## src/hdl/sfas_pkg.sv

```systemverilog
// Shared types and constants for the screen fade alpha sequencer.
`timescale 1ns / 1ps

package sfas_pkg;

  // Widths fixed by the command and result fields
  localparam int LEN_W      = 16;
  localparam int DELAY_W    = 16;
  localparam int ALPHA_W    = 8;
  localparam int TIME_BITS_DEF = 16;

  localparam logic [ALPHA_W-1:0] FULL_ALPHA = 8'hFF;

  typedef enum logic [1:0] {
    ST_OPAQUE   = 2'd0,
    ST_CLEAR    = 2'd1,
    ST_FADE_IN  = 2'd2,
    ST_FADE_OUT = 2'd3
  } fade_state_t;

  typedef enum logic [1:0] {
    OP_TICK     = 2'd0,
    OP_FADE_IN  = 2'd1,
    OP_FADE_OUT = 2'd2,
    OP_SET      = 2'd3
  } opcode_t;

  typedef enum logic [1:0] {
    SEQ_IDLE,
    SEQ_DIV,
    SEQ_DONE
  } seq_state_t;

endpackage

```

## src/hdl/sfas_div.sv

```systemverilog
// Iterative divider: quotient of step*255 by total, one quotient bit per cycle.
`timescale 1ns / 1ps

module sfas_div #(
  parameter int TW = 16
) (
  input  logic                      clk,
  input  logic                      rst_n,
  input  logic                      start,
  input  logic [TW-1:0]             step,
  input  logic [TW-1:0]             total,
  output logic                      done,
  output logic [sfas_pkg::ALPHA_W-1:0] quot
);
  import sfas_pkg::*;

  // step <= total, so the quotient fits in ALPHA_W bits and the upper
  // part of the dividend starts below total.
  logic [TW+ALPHA_W-1:0] dividend;
  logic [TW-1:0]         rem_r, rem_nxt;
  logic [TW-1:0]         total_r;
  logic [ALPHA_W-1:0]    low_r, low_nxt;
  logic [2:0]            cnt_r;
  logic                  busy_r;
  logic                  done_r;
  logic [TW:0]           trial;
  logic [TW:0]           diff;
  logic                  ge;

  assign dividend = {step, {ALPHA_W{1'b0}}} - {{ALPHA_W{1'b0}}, step};

  assign trial = {rem_r, low_r[ALPHA_W-1]};
  assign ge    = (trial >= {1'b0, total_r});
  assign diff  = trial - {1'b0, total_r};

  always_comb begin
    rem_nxt = ge ? diff[TW-1:0] : trial[TW-1:0];
    low_nxt = {low_r[ALPHA_W-2:0], ge};
  end

  always_ff @(posedge clk) begin
    if (!rst_n) begin
      busy_r <= 1'b0;
      done_r <= 1'b0;
      cnt_r  <= '0;
    end else begin
      done_r <= 1'b0;
      if (start) begin
        busy_r <= 1'b1;
        cnt_r  <= '0;
      end else if (busy_r) begin
        cnt_r <= cnt_r + 3'd1;
        if (cnt_r == 3'd7) begin
          busy_r <= 1'b0;
          done_r <= 1'b1;
        end
      end
    end
  end

  // Datapath: load on start, shift-subtract while busy
  always_ff @(posedge clk) begin
    if (start) begin
      rem_r   <= dividend[TW+ALPHA_W-1:ALPHA_W];
      low_r   <= dividend[ALPHA_W-1:0];
      total_r <= total;
    end else if (busy_r) begin
      rem_r <= rem_nxt;
      low_r <= low_nxt;
    end
  end

  assign done = done_r;
  assign quot = low_r;

endmodule

```

## src/hdl/screen_fade_alpha_sequencer.sv

```systemverilog
// Top level of the screen fade alpha sequencer: command decode, fade state and result register.
`timescale 1ns / 1ps

// Usage
//   Input channel (in_*): one command beat each - tick, start fade in,
//   start fade out, or set status with an optional delay in ticks.
//   Result channel (out_*): exactly one result beat per command, carrying
//   alpha, fade state, accepted flag and draw enable, in command order.
//   Both channels use valid/stall; a beat moves when valid is high and
//   stall is low.
// Command flow
//   A tick during an active fade runs the shift-subtract divider for
//   step*255/length, one quotient bit per cycle, and passes through the
//   divide state and then the done state to the result register. Every
//   other command goes through the done state only. in_stall is high
//   while a command is in flight, so a new command is taken only after
//   the last one has left the done state.
// Stall behavior
//   The result register holds its beat while out_stall is high. The next
//   command may be accepted and worked on meanwhile; its result waits in
//   the done state until the register frees up.
// Reset
//   Synchronous, active low: state opaque, alpha 255, no pending status
//   change, fade step and length zero, result register empty.

module screen_fade_alpha_sequencer #(
  parameter int TIME_BITS = sfas_pkg::TIME_BITS_DEF
) (
  input  logic                       clk,
  input  logic                       rst_n,
  input  logic                       in_valid,
  output logic                       in_stall,
  input  logic [1:0]                 in_opcode,
  input  logic [sfas_pkg::LEN_W-1:0]   in_fade_length,
  input  logic [1:0]                 in_target_state,
  input  logic [sfas_pkg::DELAY_W-1:0] in_delay_ticks,
  output logic                       out_valid,
  input  logic                       out_stall,
  output logic [sfas_pkg::ALPHA_W-1:0] out_alpha,
  output logic [1:0]                 out_fade_state,
  output logic                       out_accepted,
  output logic                       out_draw_enable
);
  import sfas_pkg::*;

  // Fade length is masked to TIME_BITS and can never exceed the field width
  localparam int TW = (TIME_BITS < LEN_W) ? TIME_BITS : LEN_W;

  seq_state_t          seq_r, seq_nxt;
  fade_state_t         fade_state_r, fade_state_nxt;
  fade_state_t         pending_r, pending_nxt;
  logic                armed_r, armed_nxt;
  logic [DELAY_W-1:0]  cnt_r, cnt_nxt;
  logic [TW-1:0]       step_r, step_nxt;
  logic [TW-1:0]       total_r, total_nxt;
  logic [ALPHA_W-1:0]  alpha_r, alpha_nxt;
  logic                acc_r, acc_nxt;
  logic                dir_in_r, dir_in_nxt;

  logic                out_valid_r, out_valid_nxt;
  logic [ALPHA_W-1:0]  out_alpha_r;
  fade_state_t         out_state_r;
  logic                out_acc_r;
  logic                out_draw_r;

  logic                in_take;
  logic                need_div;
  logic                div_start;
  logic                div_done;
  logic [ALPHA_W-1:0]  div_q;
  logic [TW-1:0]       step_inc;
  logic                out_load;

  assign in_take  = in_valid && !in_stall;
  assign step_inc = step_r + TW'(1);

  // Command decode and fade state update
  always_comb begin
    fade_state_t st;
    fade_state_t need;
    fade_state_nxt = fade_state_r;
    pending_nxt    = pending_r;
    armed_nxt      = armed_r;
    cnt_nxt        = cnt_r;
    step_nxt       = step_r;
    total_nxt      = total_r;
    alpha_nxt      = alpha_r;
    acc_nxt        = acc_r;
    dir_in_nxt     = dir_in_r;
    need_div       = 1'b0;
    st             = fade_state_r;
    need           = ST_OPAQUE;
    if (in_take) begin
      acc_nxt = 1'b1;
      unique case (opcode_t'(in_opcode))
        OP_TICK: begin
          // Delayed status lands when the countdown has reached zero
          if (armed_r) begin
            if (cnt_r == '0) begin
              st        = pending_r;
              armed_nxt = 1'b0;
            end else begin
              cnt_nxt = cnt_r - DELAY_W'(1);
            end
          end
          unique case (st)
            ST_OPAQUE: alpha_nxt = FULL_ALPHA;
            ST_CLEAR:  ;
            ST_FADE_IN, ST_FADE_OUT: begin
              if (total_r == '0) begin
                // Zero length fade: finish at once
                alpha_nxt = (st == ST_FADE_IN) ? '0 : FULL_ALPHA;
                st        = (st == ST_FADE_IN) ? ST_CLEAR : ST_OPAQUE;
              end else begin
                step_nxt   = step_inc;
                need_div   = 1'b1;
                dir_in_nxt = (st == ST_FADE_IN);
                if (step_inc >= total_r) begin
                  st = (st == ST_FADE_IN) ? ST_CLEAR : ST_OPAQUE;
                end
              end
            end
            default: ;
          endcase
          fade_state_nxt = st;
        end
        OP_FADE_IN, OP_FADE_OUT: begin
          need = (opcode_t'(in_opcode) == OP_FADE_IN) ? ST_OPAQUE : ST_CLEAR;
          if (fade_state_r == need) begin
            fade_state_nxt = (opcode_t'(in_opcode) == OP_FADE_IN) ? ST_FADE_IN : ST_FADE_OUT;
            step_nxt       = '0;
            total_nxt      = in_fade_length[TW-1:0];
          end else begin
            acc_nxt = 1'b0;
          end
        end
        OP_SET: begin
          // Targets other than opaque and clear are dropped
          if (in_target_state == 2'(ST_OPAQUE) || in_target_state == 2'(ST_CLEAR)) begin
            pending_nxt = fade_state_t'(in_target_state);
            armed_nxt   = 1'b1;
            if (in_delay_ticks != '0) begin
              cnt_nxt = in_delay_ticks;
            end else begin
              fade_state_nxt = fade_state_t'(in_target_state);
              cnt_nxt        = '0;
            end
          end
        end
        default: ;
      endcase
    end
    // Divider result becomes the new alpha
    if (div_done) begin
      alpha_nxt = dir_in_r ? (FULL_ALPHA - div_q) : div_q;
    end
  end

  // Sequencer next state
  always_comb begin
    seq_nxt = seq_r;
    unique case (seq_r)
      SEQ_IDLE: if (in_take) seq_nxt = need_div ? SEQ_DIV : SEQ_DONE;
      SEQ_DIV:  if (div_done) seq_nxt = SEQ_DONE;
      SEQ_DONE: if (!out_valid_r || !out_stall) seq_nxt = SEQ_IDLE;
      default:  seq_nxt = SEQ_IDLE;
    endcase
  end

  // Sequencer outputs
  always_comb begin
    in_stall  = (seq_r != SEQ_IDLE);
    div_start = in_take && need_div;
    out_load  = (seq_r == SEQ_DONE) && (!out_valid_r || !out_stall);
  end

  always_comb begin
    if (out_load) begin
      out_valid_nxt = 1'b1;
    end else if (out_stall) begin
      out_valid_nxt = out_valid_r;
    end else begin
      out_valid_nxt = 1'b0;
    end
  end

  sfas_div #(
    .TW (TW)
  ) u_div (
    .clk   (clk),
    .rst_n (rst_n),
    .start (div_start),
    .step  (step_inc),
    .total (total_r),
    .done  (div_done),
    .quot  (div_q)
  );

  always_ff @(posedge clk) begin
    if (!rst_n) begin
      seq_r        <= SEQ_IDLE;
      fade_state_r <= ST_OPAQUE;
      pending_r    <= ST_OPAQUE;
      armed_r      <= 1'b0;
      cnt_r        <= '0;
      step_r       <= '0;
      total_r      <= '0;
      alpha_r      <= FULL_ALPHA;
      acc_r        <= 1'b1;
      dir_in_r     <= 1'b0;
      out_valid_r  <= 1'b0;
    end else begin
      seq_r        <= seq_nxt;
      fade_state_r <= fade_state_nxt;
      pending_r    <= pending_nxt;
      armed_r      <= armed_nxt;
      cnt_r        <= cnt_nxt;
      step_r       <= step_nxt;
      total_r      <= total_nxt;
      alpha_r      <= alpha_nxt;
      acc_r        <= acc_nxt;
      dir_in_r     <= dir_in_nxt;
      out_valid_r  <= out_valid_nxt;
    end
  end

  // Result payload: capture committed state on load, hold otherwise
  always_ff @(posedge clk) begin
    if (out_load) begin
      out_alpha_r <= alpha_r;
      out_state_r <= fade_state_r;
      out_acc_r   <= acc_r;
      out_draw_r  <= (alpha_r != '0) && (fade_state_r != ST_CLEAR);
    end
  end

  assign out_valid       = out_valid_r;
  assign out_alpha       = out_alpha_r;
  assign out_fade_state  = out_state_r;
  assign out_accepted    = out_acc_r;
  assign out_draw_enable = out_draw_r;

  // The divider only reports back while a tick waits on it
  a_div_done_in_div: assert property (@(posedge clk) disable iff (!rst_n)
    div_done |-> seq_r == SEQ_DIV)
    else $error("divider done outside divide state");

  // A freed result register is filled on the next edge
  a_load_sets_valid: assert property (@(posedge clk) disable iff (!rst_n)
    out_load |=> out_valid_r)
    else $error("result load lost");

  // The fade never steps beyond its length
  a_step_bound: assert property (@(posedge clk) disable iff (!rst_n)
    (fade_state_r == ST_FADE_IN || fade_state_r == ST_FADE_OUT) |-> step_r <= total_r)
    else $error("fade step beyond length");

  // Draw enable implies a visible, non-clear overlay
  a_draw_consistent: assert property (@(posedge clk) disable iff (!rst_n)
    (out_valid_r && out_draw_r) |-> (out_alpha_r != '0 && out_state_r != ST_CLEAR))
    else $error("draw enable inconsistent with alpha or state");

endmodule
```

## config.mk

```make
export PLATFORM = sky130hd
export DESIGN_NAME = screen_fade_alpha_sequencer
export DESIGN_NICKNAME = d
export VERILOG_FILES = /design/src/hdl/sfas_pkg.sv /design/src/hdl/sfas_div.sv /design/src/hdl/screen_fade_alpha_sequencer.sv
export SDC_FILE = /design/constraint.sdc
export NUM_CORES = 1
export LEC_CHECK = 0
export BUFFER_PORTS_ARGS = -buffer_cell sky130_fd_sc_hd__buf_2
export CAP_MARGIN = 20
export CORE_MARGIN = 5
export CORE_UTILIZATION = 55
export DETAILED_ROUTE_END_ITERATION = 10
export HOLD_SLACK_MARGIN = 0.12
export PLACE_DENSITY = 0.78
export SLEW_MARGIN = 25
export SYNTH_ARGS = -nofsm -noshare
export SYNTH_HDL_FRONTEND = slang
export SYNTH_SLANG_ARGS = --single-unit
```

## constraint.sdc

```tcl
create_clock -name clk -period 3.76 [get_ports clk]
set_input_delay 0.564 -clock clk [delete_from_list [all_inputs] [get_ports clk]]
set_output_delay 0.564 -clock clk [all_outputs]
set_load 0.005 [all_outputs]
```

==> metrics.txt, run 1 <==
status finished, final reports clean; DRC viols 0; CTS Buf Count 17; Slew Viols, Final 0; FFs w/ async S/R, synth 0%; crit path from step_r[4]$_SDFFE_PN0P_; syn avg cell area about 8.7 um^2; EDFF count, synth 52; total grt overflow 0; vias per cell roughly 6; met3 wire length between 1000 and 1500 um; Worst Path Required roughly 4 ns; vias in the first global route approximately 6500; TritonCTS clock tree yes; CTS Hold Bufs 0; DRT antenna net count 0; yosys warns 0; Hold Crit Start in_fade_length[9]; net count after synthesis between 1000 and 1500; clock slew at reported path FFs 0.06 ns; initial antenna violation count 0; R2R Path Start step_r[4]$_SDFFE_PN0P_; Diodes inserted 0; Pwr per Cell Area 359 nW/um^2; total core area 14400 um^2; setup TNS 0 ns; WL per Instance 16.5 um; total wire length 19400 um; Peak VDD IR between 0.3 and 0.4 mV; Peak Freq around 0.29 GHz; Fin Clk Skew about 0.015 ns; HP Class in2reg; largest net degree at the start of global routing 32; Final min period 3.49 ns; Root Driver clkbuf_16; RSZ-0062 raised after global routing no; initial DRC count ~580; final RePlAce weighted congestion between 0.9 and 1; Critical Path Fanout Max 8; mapped cell area around 8000 um^2; total die area about 17000 um^2; sequential area share after synthesis a little under two fifths; Pleak approximately 0.0037 uW; Placed Area 8490 um^2; synth unique cells 73; flop and latch count out of synthesis about 120; first-pass GRT wire length approximately 32000 um; Critical Path AT ~3.7 ns; Setup violations, final 0; total chip power 3260 uW; final non-filler cell area ~9000 um^2; fill cell count 1193; gr usage total 23.6%; DR vias between 6000 and 7000; Detailed Routing Iterations Pass 1 5; layout cells sized above 1 between 10% and 20%; max_cap viols 0; port bufs 53; Top Layer Used met4; CTS max path bufs 2; Top FF cell, synth dfxtp_1; worst rel slew slack between 40 and 50%; row cnt between 40 and 50; TritonCTS Sinks approximately 120; Final #Nets roughly 1100; Crit. End Element flop; Cells after Synth slightly above 900; Die Wd approximately 130 um; area delta synth->final 14.1%; Die H 130 um; final hold violation count 0; WL met2 around 9200 um; Crit Path Category reg2reg; measured slew at the worst slew-check pin about 0.84 ns; final critical-path share of the clock period just over 90%; H-Tree Depth 4; I/O pin total 54; Clock Latency Late Sink between 0.4 and 0.5 ns; met1 wire length roughly 8500 um; Setup crit start kind flop; starting density of the core ~55%; post-DP HPWL between 10000 and 15000 um
[per-layer routing]
metal  vias up  track usage [%]
met2       240             38.4
met3        41             5.53
met4         0             8.56
met1      3248             30.7
li1       3430                -
met5         -                0
[worst max-delay path, cell delays in order (launching register included)]
cell and delay [ns]:
dfxtp_2 0.40, and4_2 0.34, nand4_1 0.23, nor2_2 0.21, xor2_2 0.26, inv_1 0.12, ha_1 0.25, or3_1 0.48
nor4_4 0.24, nand3_1 0.19, a21oi_1 0.20, xnor2_1 0.20, a211oi_2 0.12
[flip-flops by register name, indices dropped and copies added (netlist names), 2 cells and up]
name	flops
step_r	16
seq_r	2
u_div.cnt_r	3
pending_r	2
u_div.quot	8
out_fade_state	2
u_div.total_r	16
fade_state_r	2
alpha_r	8
total_r	16
cnt_r	16
u_div.rem_r	16
out_alpha	8
[Yosys cell counts, types with 4 or more instances]
library cell	count	area (um^2)
nor3_1	25	125
mux2i_1	30	300
or3_1	14	87.6
clkbuf_1	30	113
and2_1	9	56.3
nor4_1	16	100
xor2_1	25	219
nand2_1	71	267
o31ai_1	6	45.0
o211ai_1	16	120
mux2_2	5	56.3
ha_1	48	601
nor2b_1	9	56.3
a21oi_1	72	360
inv_1	58	218
nand3_1	25	125
nor3b_1	4	30.0
xnor2_1	32	280
nand2b_1	11	68.8
a21boi_0	4	30.0
edfxtp_1	52	1560
dfxtp_1	71	1420
o2111ai_1	5	43.8
a41oi_1	4	35.0
and3_1	9	56.3
a211oi_1	9	67.6
nand4_1	13	81.3
a31oi_1	10	62.6
or2_2	5	31.3
nor2_1	97	364
o21ai_0	50	250
o21a_1	6	45.0
buf_2	9	45.0
a21o_1	11	82.6
[power by group]
part	leakage [uW]	internal (uW)	switching (uW)
clock network	0.000246	838	604
registers	0.00107	1420	31.9
logic	0.00237	151	214
total	0.00369	2410	850
[what timing repair did]
action / CTS / global route
gates resized for setup: 0 / 11
endpoints found under the setup margin: 0 / 9
setup buffers: 0 / 2
[cell families after synthesis]
logic type      share of synthesized area (%)
mux                                      4.48
fa+ha+maj                                7.80
simple gates                             20.8
buf+inv                                  5.13
flops                                    37.5
compound gates                           18.0
xor+xnor                                 6.28
[metrics by stage]
stage / cells / utilization (%) / setup slack (ns) / hold WS [ns]
final: 1175 / 63.2 / 0.266 / 0.381
after global routing: 1175 / 63.2 / 0.0340 / 0.383
after CTS: 1173 / 62.7 / 0.0745 / 0.367
after detailed placement: 1141 / 59.1 / 0.108 / 0.415
after global placement: 1141 / 59.1 / 0.233 / 0.416
after floorplan: 918 / - / 0.336 / 0.408
[area by class of cell]
| class | instances | area, um^2 | area share [%] |
|---|---|---|---|
| inverters | 60 | 226 | 2.50 |
| multi-input cells | 691 | 4600 | 50.7 |
| clock buffers | 18 | 429 | 4.73 |
| repair buffers | 85 | 505 | 5.57 |
| flip-flops and latches | 123 | 2990 | 32.9 |
| clock inverters | 14 | 95.1 | 1.05 |
| well taps | 184 | 230 | 2.54 |
[worst paths after layout]
kind / slack [ns] / cells past startpoint / to
setup / recovery: 0.27 / 12 / u_div.rem_r[14]$_DFFE_PP_
hold / removal: 0.38 / 3 / total_r[9]$_SDFFE_PN0P_
setup reg to reg: 0.27 / 12 / u_div.rem_r[14]$_DFFE_PP_
hold reg to reg: 0.43 / 0 / out_accepted$_DFFE_PP_
[placed cells by master (no fill, tap or decap), types with 6 or more instances in the layout]
master	synthesis	final
clkbuf_16	0	17
buf_4	1	32
buf_2	9	53
ha_1	48	47
a31oi_1	10	10
and3_1	9	9
mux2i_1	30	30
o31ai_1	6	6
a211oi_1	9	9
edfxtp_1	52	52
nand2b_1	11	11
xnor2_1	32	31
inv_1	58	58
nand3_1	25	25
o211ai_1	16	16
a21oi_1	72	71
and2_1	9	9
xor2_1	25	23
nand4_1	13	13
nand2_1	71	71
nor2_1	97	95
nor4_1	16	16
dfxtp_1	71	68
nor3_1	25	25
nor2b_1	9	9
or3_1	14	14
o21ai_0	50	49
o21a_1	6	6
a21o_1	11	11
(Power assumes the default switching activity.)
==> run 2, diff against run 1 <==
--- a/config.mk
+++ b/config.mk
@@ -5,6 +5,7 @@
 export SDC_FILE = /design/constraint.sdc
 export NUM_CORES = 1
 export LEC_CHECK = 0
+export ABC_AREA = 1
 export BUFFER_PORTS_ARGS = -buffer_cell sky130_fd_sc_hd__buf_2
 export CAP_MARGIN = 20
 export CORE_MARGIN = 5
==> run 2 against run 1 <==
Register-to-register slack better by 0.23 ns. Die area is 1.1% higher. Non-clock buffer count is 20 lower. Critical path depth is 4 higher. First-iteration DRC count is 9.2% lower. Final cell count is 13% higher. Clock power is 13% higher. Sequential power hardly changed. Critical endpoint is now u_div.rem_r[11]$_DFFE_PP_. Largest cell class unchanged.
==> metrics.txt, run 2 <==
final critical-path share of the clock period 86.8% (-6.1 points); Fin Clk Skew 0.00522 ns (-0.0103 ns); yosys warns 0 (unchanged); flop and latch count out of synthesis 123 (unchanged); total die area 17100 um^2 (+1.1%); Final #Nets 1214 (+14%); total grt overflow 0 (unchanged); measured slew at the worst slew-check pin 0.927 ns (+0.0894 ns); Crit. End Element flop; vias per cell 5.58 (-5.7%); Clock Power Share 41.3% (-2.9 points); clock slew at reported path FFs 0.06 ns (about the same); Synth top area share 19.4% (-0.23 points); port bufs 53 (unchanged); Clock Latency Late Sink 0.42 ns (about the same); status finished, final reports clean; total wire length 20800 um (+7.0%); mapped cell area 8050 um^2 (+1.2%); I/O pin total 54 (unchanged); post-DP HPWL 15700 um (+9.4%); Crit Path Category reg2reg; Critical Path AT 3.43 ns (-0.22 ns); vias in the first global route 6867 (+4.9%); HP Class in2reg; commonest non-fill, non-tap cell in the layout nand2_1; NetSw 1210 uW (+42%); total core area 14400 um^2 (+0.38%); EDFF count, synth 52 (unchanged); DRC viols 0 (unchanged); Peak Freq 0.306 GHz (+7.0%); worst reg2reg setup slack 0.50 ns (+0.23 ns); first-pass GRT wire length 33900 um (+5.9%); most frequent cells in the layout nand2_1 (230), inv_1 (138), a21oi_1 (88); sequential area share after synthesis 37.1% (-0.43 points); max_cap viols 0 (unchanged); CTS resizes 0 (unchanged); Commonest cells post-synth nand2_1 (230), inv_1 (138), a21oi_1 (88), dfxtp_1 (71), nor2_1 (68); initial DRC count 523 (-9.2%); CTS Buf Count 17 (unchanged); Reg power frac 37.5% (-7.1 points); Diodes inserted 0 (unchanged); Synth area leader edfxtp_1; count leader, synth nand2_1; TritonCTS clock tree yes; Area contributors post-synth edfxtp_1 (19%), dfxtp_1 (18%), nand2_1 (11%); Pleak 0.00414 uW (+12%); RSZ-0062 raised after global routing no; worst rel slew slack 38.0% (-6.1 points); final hold violation count 0 (unchanged); final RePlAce weighted congestion 0.992 (+3.0%); Detailed Routing Iterations Pass 1 5 (unchanged); Switching Share 30.6% (+4.5 points); Pint 2750 uW (+14%); total chip power 3960 uW (+21%); Critical Path Fanout Max 4 (-4); Top FF cell, synth dfxtp_1; CTS max path bufs 2 (unchanged); Setup crit start kind flop; starting density of the core 55.8% (+0.43 points); FFs w/ async S/R, synth 0% (unchanged); Root Driver clkbuf_16; TritonCTS Sinks 123 (unchanged); initial antenna violation count 0 (unchanged); Die Wd 131 um (+0.54%); WL per Instance 15.7 um (-4.9%); Peak VDD IR 0.309 mV (+1.3%); DR vias 7380 (+6.0%); Worst Path Required 3.93 ns (about the same); gr usage total 25.3% (+1.7 points); setup TNS 0 ns (unchanged); row cnt 44 (unchanged); net count after synthesis 1162 (+15%); Pwr per Cell Area 436 nW/um^2 (+21%); synth unique cells 50 (-32%); Slew Viols, Final 0 (unchanged); Die H 131 um (+0.54%); Setup violations, final 0 (unchanged); layout cells sized above 1 13.2% (-2.2 points); H-Tree Depth 4 (unchanged); total setup buffers inserted after CTS 0 (unchanged); fill cell count 1317 (+10%); area delta synth->final 12.7%; CTS Hold Bufs 0 (unchanged); DRT antenna net count 0 (unchanged); Final min period 3.26 ns (-0.230 ns); largest net degree at the start of global routing 42 (+31%); Comb power frac 21.2% (+10 points); Cells after Synth 1073 (+17%); syn avg cell area 7.50 um^2 (-13%)
==> run 2: kinds of logic (layout without fill, tap and decap cells) <==
group / Yosys count / count (layout) / share of synthesized area, %
and+or+nand+nor: 453 / 453 / 25.6
AOI/OAI and AO/OA: 223 / 223 / 16.0
buffers and inverters: 182 / 247 / 8.90
DFF: 123 / 123 / 37.1
adders and majority gates: 49 / 49 / 7.71
xor gates and xnor gates: 43 / 43 / 4.68
==> run 2: critical path: stages, from the launching register on <==
cell	delay [ns]
dfxtp_1	0.40
ha_1	0.23
nand3_2	0.13
nor2_2	0.19
nand3_2	0.18
nor3_2	0.17
xor2_1	0.34
ha_1	0.28
nand2_1	0.12
nor2_1	0.16
inv_1	0.06
nor2_1	0.17
nand4_1	0.17
nand2_1	0.14
a21oi_1	0.08
o21ai_1	0.12
nand2_1	0.07
==> run 2: per-layer routing <==
metal	global-route usage (%)	up-vias	share of wire [%]
met5	0	-	0
met4	10.2	0	3.1
met3	4.59	53	6.4
met2	38.1	232	45
met1	35.9	3368	46
li1	-	3727	-
==> run 2: through the flow <==
step	setup slack, ns	instance area [um^2]	hold WS, ns	util [%]	std cells
final	0.496	9070	0.361	62.9	1322
after global routing	0.177	9070	0.404	62.9	1322
after CTS	0.568	9070	0.349	62.9	1322
after detailed placement	0.594	8480	0.414	58.8	1290
after global placement	0.671	8480	0.411	58.8	1290
after floorplan	1.05	8050	0.408	-	1073
==> run 2: cell type report <==
cell class                 instances  area, um^2  share of cell area [%]
inverter                         150         563                    6.21
sequential                       123        2980                    32.9
tap                              184         230                    2.54
multi-input combinational        768        4350                    47.9
clock buffer                      19         454                    5.01
timing repair buffer              65         355                    3.92
clock inverter                    13         136                    1.50
==> run 2: final timing paths <==
path                                 from                         end  cells after the start
setup / recovery   step_r[1]$_SDFFE_PN0P_   u_div.rem_r[11]$_DFFE_PP_                     16
hold / removal          in_fade_length[0]     total_r[0]$_SDFFE_PN0P_                      3
setup reg to reg   step_r[1]$_SDFFE_PN0P_   u_div.rem_r[11]$_DFFE_PP_                     16
hold reg to reg   total_r[2]$_SDFFE_PN0P_  u_div.total_r[2]$_DFFE_PP_                      0
==> run 2: power groups by stage <==
stage / sequential [uW] / combinational, uW / clock [uW]
floorplan: 1500 / 618 / 0
global placement: 1510 / 815 / 0
detailed placement: 1510 / 816 / 0
CTS: 1480 / 825 / 1660
global route: 1490 / 939 / 1720
finish: 1480 / 838 / 1630
==> run 3, diff against run 2 <==
--- a/config.mk
+++ b/config.mk
@@ -5,14 +5,13 @@
 export SDC_FILE = /design/constraint.sdc
 export NUM_CORES = 1
 export LEC_CHECK = 0
-export ABC_AREA = 1
 export BUFFER_PORTS_ARGS = -buffer_cell sky130_fd_sc_hd__buf_2
 export CAP_MARGIN = 20
 export CORE_MARGIN = 5
 export CORE_UTILIZATION = 55
 export DETAILED_ROUTE_END_ITERATION = 10
 export HOLD_SLACK_MARGIN = 0.12
-export PLACE_DENSITY = 0.78
+export PLACE_DENSITY = 0.8
 export SLEW_MARGIN = 25
 export SYNTH_ARGS = -nofsm -noshare
 export SYNTH_HDL_FRONTEND = slang
==> constraint.sdc (replaced) <==
create_clock -name clk -period 2.7 [get_ports clk]
set_input_delay 0.405 -clock clk [delete_from_list [all_inputs] [get_ports clk]]
set_output_delay 0.405 -clock clk [all_outputs]
set_load 0.005 [all_outputs]
==> run 3 against run 2 <==
The run now ends with negative setup slack left. Hold slack got worse by 0.16 ns. Power rose by 25%. Register-to-register slack got worse by 0.98 ns.
==> metrics.txt, run 3 (same netlist as run 1, synthesis figures left out) <==
Worst Hold Margin 0.205 ns (-0.157 ns); total core area 14400 um^2 (-0.38%); first-pass GRT wire length 38800 um (+15%); crit path from step_r[0]$_SDFFE_PN0P_; total die area 17000 um^2 (-1.1%); CP Cell Sequence buf_6 -> and2_4 -> nand4_1 -> nor2_2 -> xor2_2 -> ha_1 -> a21o_1 -> a221o_1 -> a21oi_2 -> and3_1 -> a21oi_2 -> and2_1 -> o311ai_1 -> o221a_2; starting density of the core 55.3% (-0.43 points); Peak VDD IR 0.546 mV (+77%); row cnt 44 (unchanged); Critical Path Fanout Max 3 (-1); final critical-path share of the clock period 118% (+31 points); Final #Nets 1215 (+0.082%); initial antenna violation count 0 (unchanged); CP bufs+invs 1 (unchanged); Setup crit start kind flop; vias per cell 6.25 (+12%); DP Worst Slack -0.451 ns (-1.04 ns); Fin Clk Skew 0.0136 ns (+0.00837 ns); vias in the first global route 7958 (+16%); Die H 130 um (-0.53%); total grt overflow 0 (unchanged); area delta synth->final 39.4%; worst reg2reg setup slack -0.48 ns (-0.98 ns); TritonCTS Sinks 123 (unchanged); Root Driver clkbuf_16; max_cap viols 0 (unchanged); Worst path depth 14 (-2); Diodes inserted 0 (unchanged); CP top delay family compound AO/OA/AOI/OAI gates; multi-input gate area in the final layout 5280 um^2 (+22%); Die Wd 130 um (-0.53%); Peak Freq 0.314 GHz (+2.5%); gr usage total 29.4% (+4.1 points); Non-Filler Instances 1323 (+0.076%); DR vias 8266 (+12%); Crit path top cell by count a21oi_2; Reg2Reg Depth 14 (-2); largest net degree at the start of global routing 39 (-7.1%); worst r2r dst fade_state_r[0]$_SDFFE_PN0P_; CP max-delay cell dfxtp_4; Critical Path AT 3.56 ns (+0.13 ns); RSZ-0062 raised after global routing yes; HP Class in2reg; DRT antenna net count 0 (unchanged); Max stage delay on crit path 0.36 ns (-0.04 ns); final RePlAce weighted congestion 0.948 (-4.4%); initial DRC count 891 (+70%); Crit. End Element flop; final hold violation count 0 (unchanged); H-Tree Depth 4 (unchanged); Pwr per Cell Area 446 nW/um^2 (+2.3%); Detailed Routing Iterations Pass 1 9 (+4); post-layout util 77.2% (+14 points); Hold Crit Start in_fade_length[0]; Crit Path Category reg2reg; measured slew at the worst slew-check pin 0.789 ns (-0.138 ns); CTS Buf Count 17 (unchanged); failing checks negative setup slack; commonest non-fill, non-tap cell in the layout buf_4; clock slew at reported path FFs 0.06 ns (about the same); CTS Hold Bufs 0 (unchanged); Final min period 3.18 ns (-0.0808 ns); worst rel slew slack 46.9% (+8.9 points); Worst Slack Setup Final -0.483 ns (-0.979 ns); WL per Instance 20.6 um (+31%); most frequent cells in the layout buf_4 (157), nor2_1 (87), nand2_1 (67); Setup violations, final 16 (+16); total wire length 27300 um (+31%); CTS max path bufs 2 (unchanged); status finished, violations left; TritonCTS clock tree yes; post-DP HPWL 16500 um (+4.9%); I/O pin total 54 (unchanged); layout cells sized above 1 35.1% (+22 points); worst setup path endpoint fade_state_r[0]$_SDFFE_PN0P_; register area 3000 um^2 (+0.50%); port bufs 53 (unchanged); Cells after DPL 1253 (-2.9%); Pleak 0.00467 uW (+13%); Clock Latency Late Sink 0.44 ns (+0.02 ns); fill cell count 863 (-34%); R2R Path Start step_r[0]$_SDFFE_PN0P_; Slew Viols, Final 0 (unchanged); DRC viols 0 (unchanged); Worst Path Required 3.08 ns (-0.85 ns)
## run 3: worst register-to-register path: stages, from the launching register on
cell,delay [ns]
dfxtp_4,0.36
buf_6,0.10
and2_4,0.14
nand4_1,0.19
nor2_2,0.23
xor2_2,0.22
ha_1,0.30
a21o_1,0.17
a221o_1,0.34
a21oi_2,0.23
and3_1,0.21
a21oi_2,0.05
and2_1,0.15
o311ai_1,0.23
o221a_2,0.22
## run 3: worst min-delay path by stage
| stage | endpoint | slack (ns) | depth (start not counted) |
|---|---|---|---|
| finish | total_r[0]$_SDFFE_PN0P_ | 0.20 | 3 |
| global route | total_r[1]$_SDFFE_PN0P_ | 0.22 | 3 |
| CTS | total_r[0]$_SDFFE_PN0P_ | 0.20 | 3 |
| detailed placement | out_accepted$_DFFE_PP_ | 0.43 | 0 |
| global placement | out_accepted$_DFFE_PP_ | 0.42 | 0 |
| floorplan | out_accepted$_DFFE_PP_ | 0.41 | 0 |
## run 3: final cells by class
class,count,share of cell area [%]
repair buffers,233,15.8
clock buffers,18,3.87
flip-flops and latches,123,27.0
inverters,60,2.12
clock inverters,14,1.42
multi-input cells,691,47.6
well taps,184,2.08
## run 3: per-layer routing
metal	part of all wire, %	track usage, %	up-vias
met4	4.9	13.1	0
li1	-	-	3738
met5	0	0	-
met2	50	51.5	469
met3	8.2	5.69	127
met1	37	34.7	3932
## run 3: power by group
part | internal [uW] | switching [uW] | leakage [uW] | total [uW]
clock | 1380 | 920 | 0.000293 | 2300
combinational | 278 | 348 | 0.00331 | 626
sequential | 1980 | 46.2 | 0.00107 | 2020
total | 3640 | 1310 | 0.00467 | 4950
## run 3: per-stage QoR
step	setup TNS (ns)	total power, uW	area (um^2)
after detailed placement	-4.34	2630	9550
after global routing	-7.59	5100	11100
after floorplan	-2.84	2420	8140
after global placement	-2.78	2620	9550
after CTS	-2.58	4920	10700
final	-4.92	4950	11100
## run 3: timing repair
action	4_1_cts	5_1_grt
pin swaps	50	56
buffers inserted	34	16
endpoints found under the setup margin	19	54
resized for setup	77	63
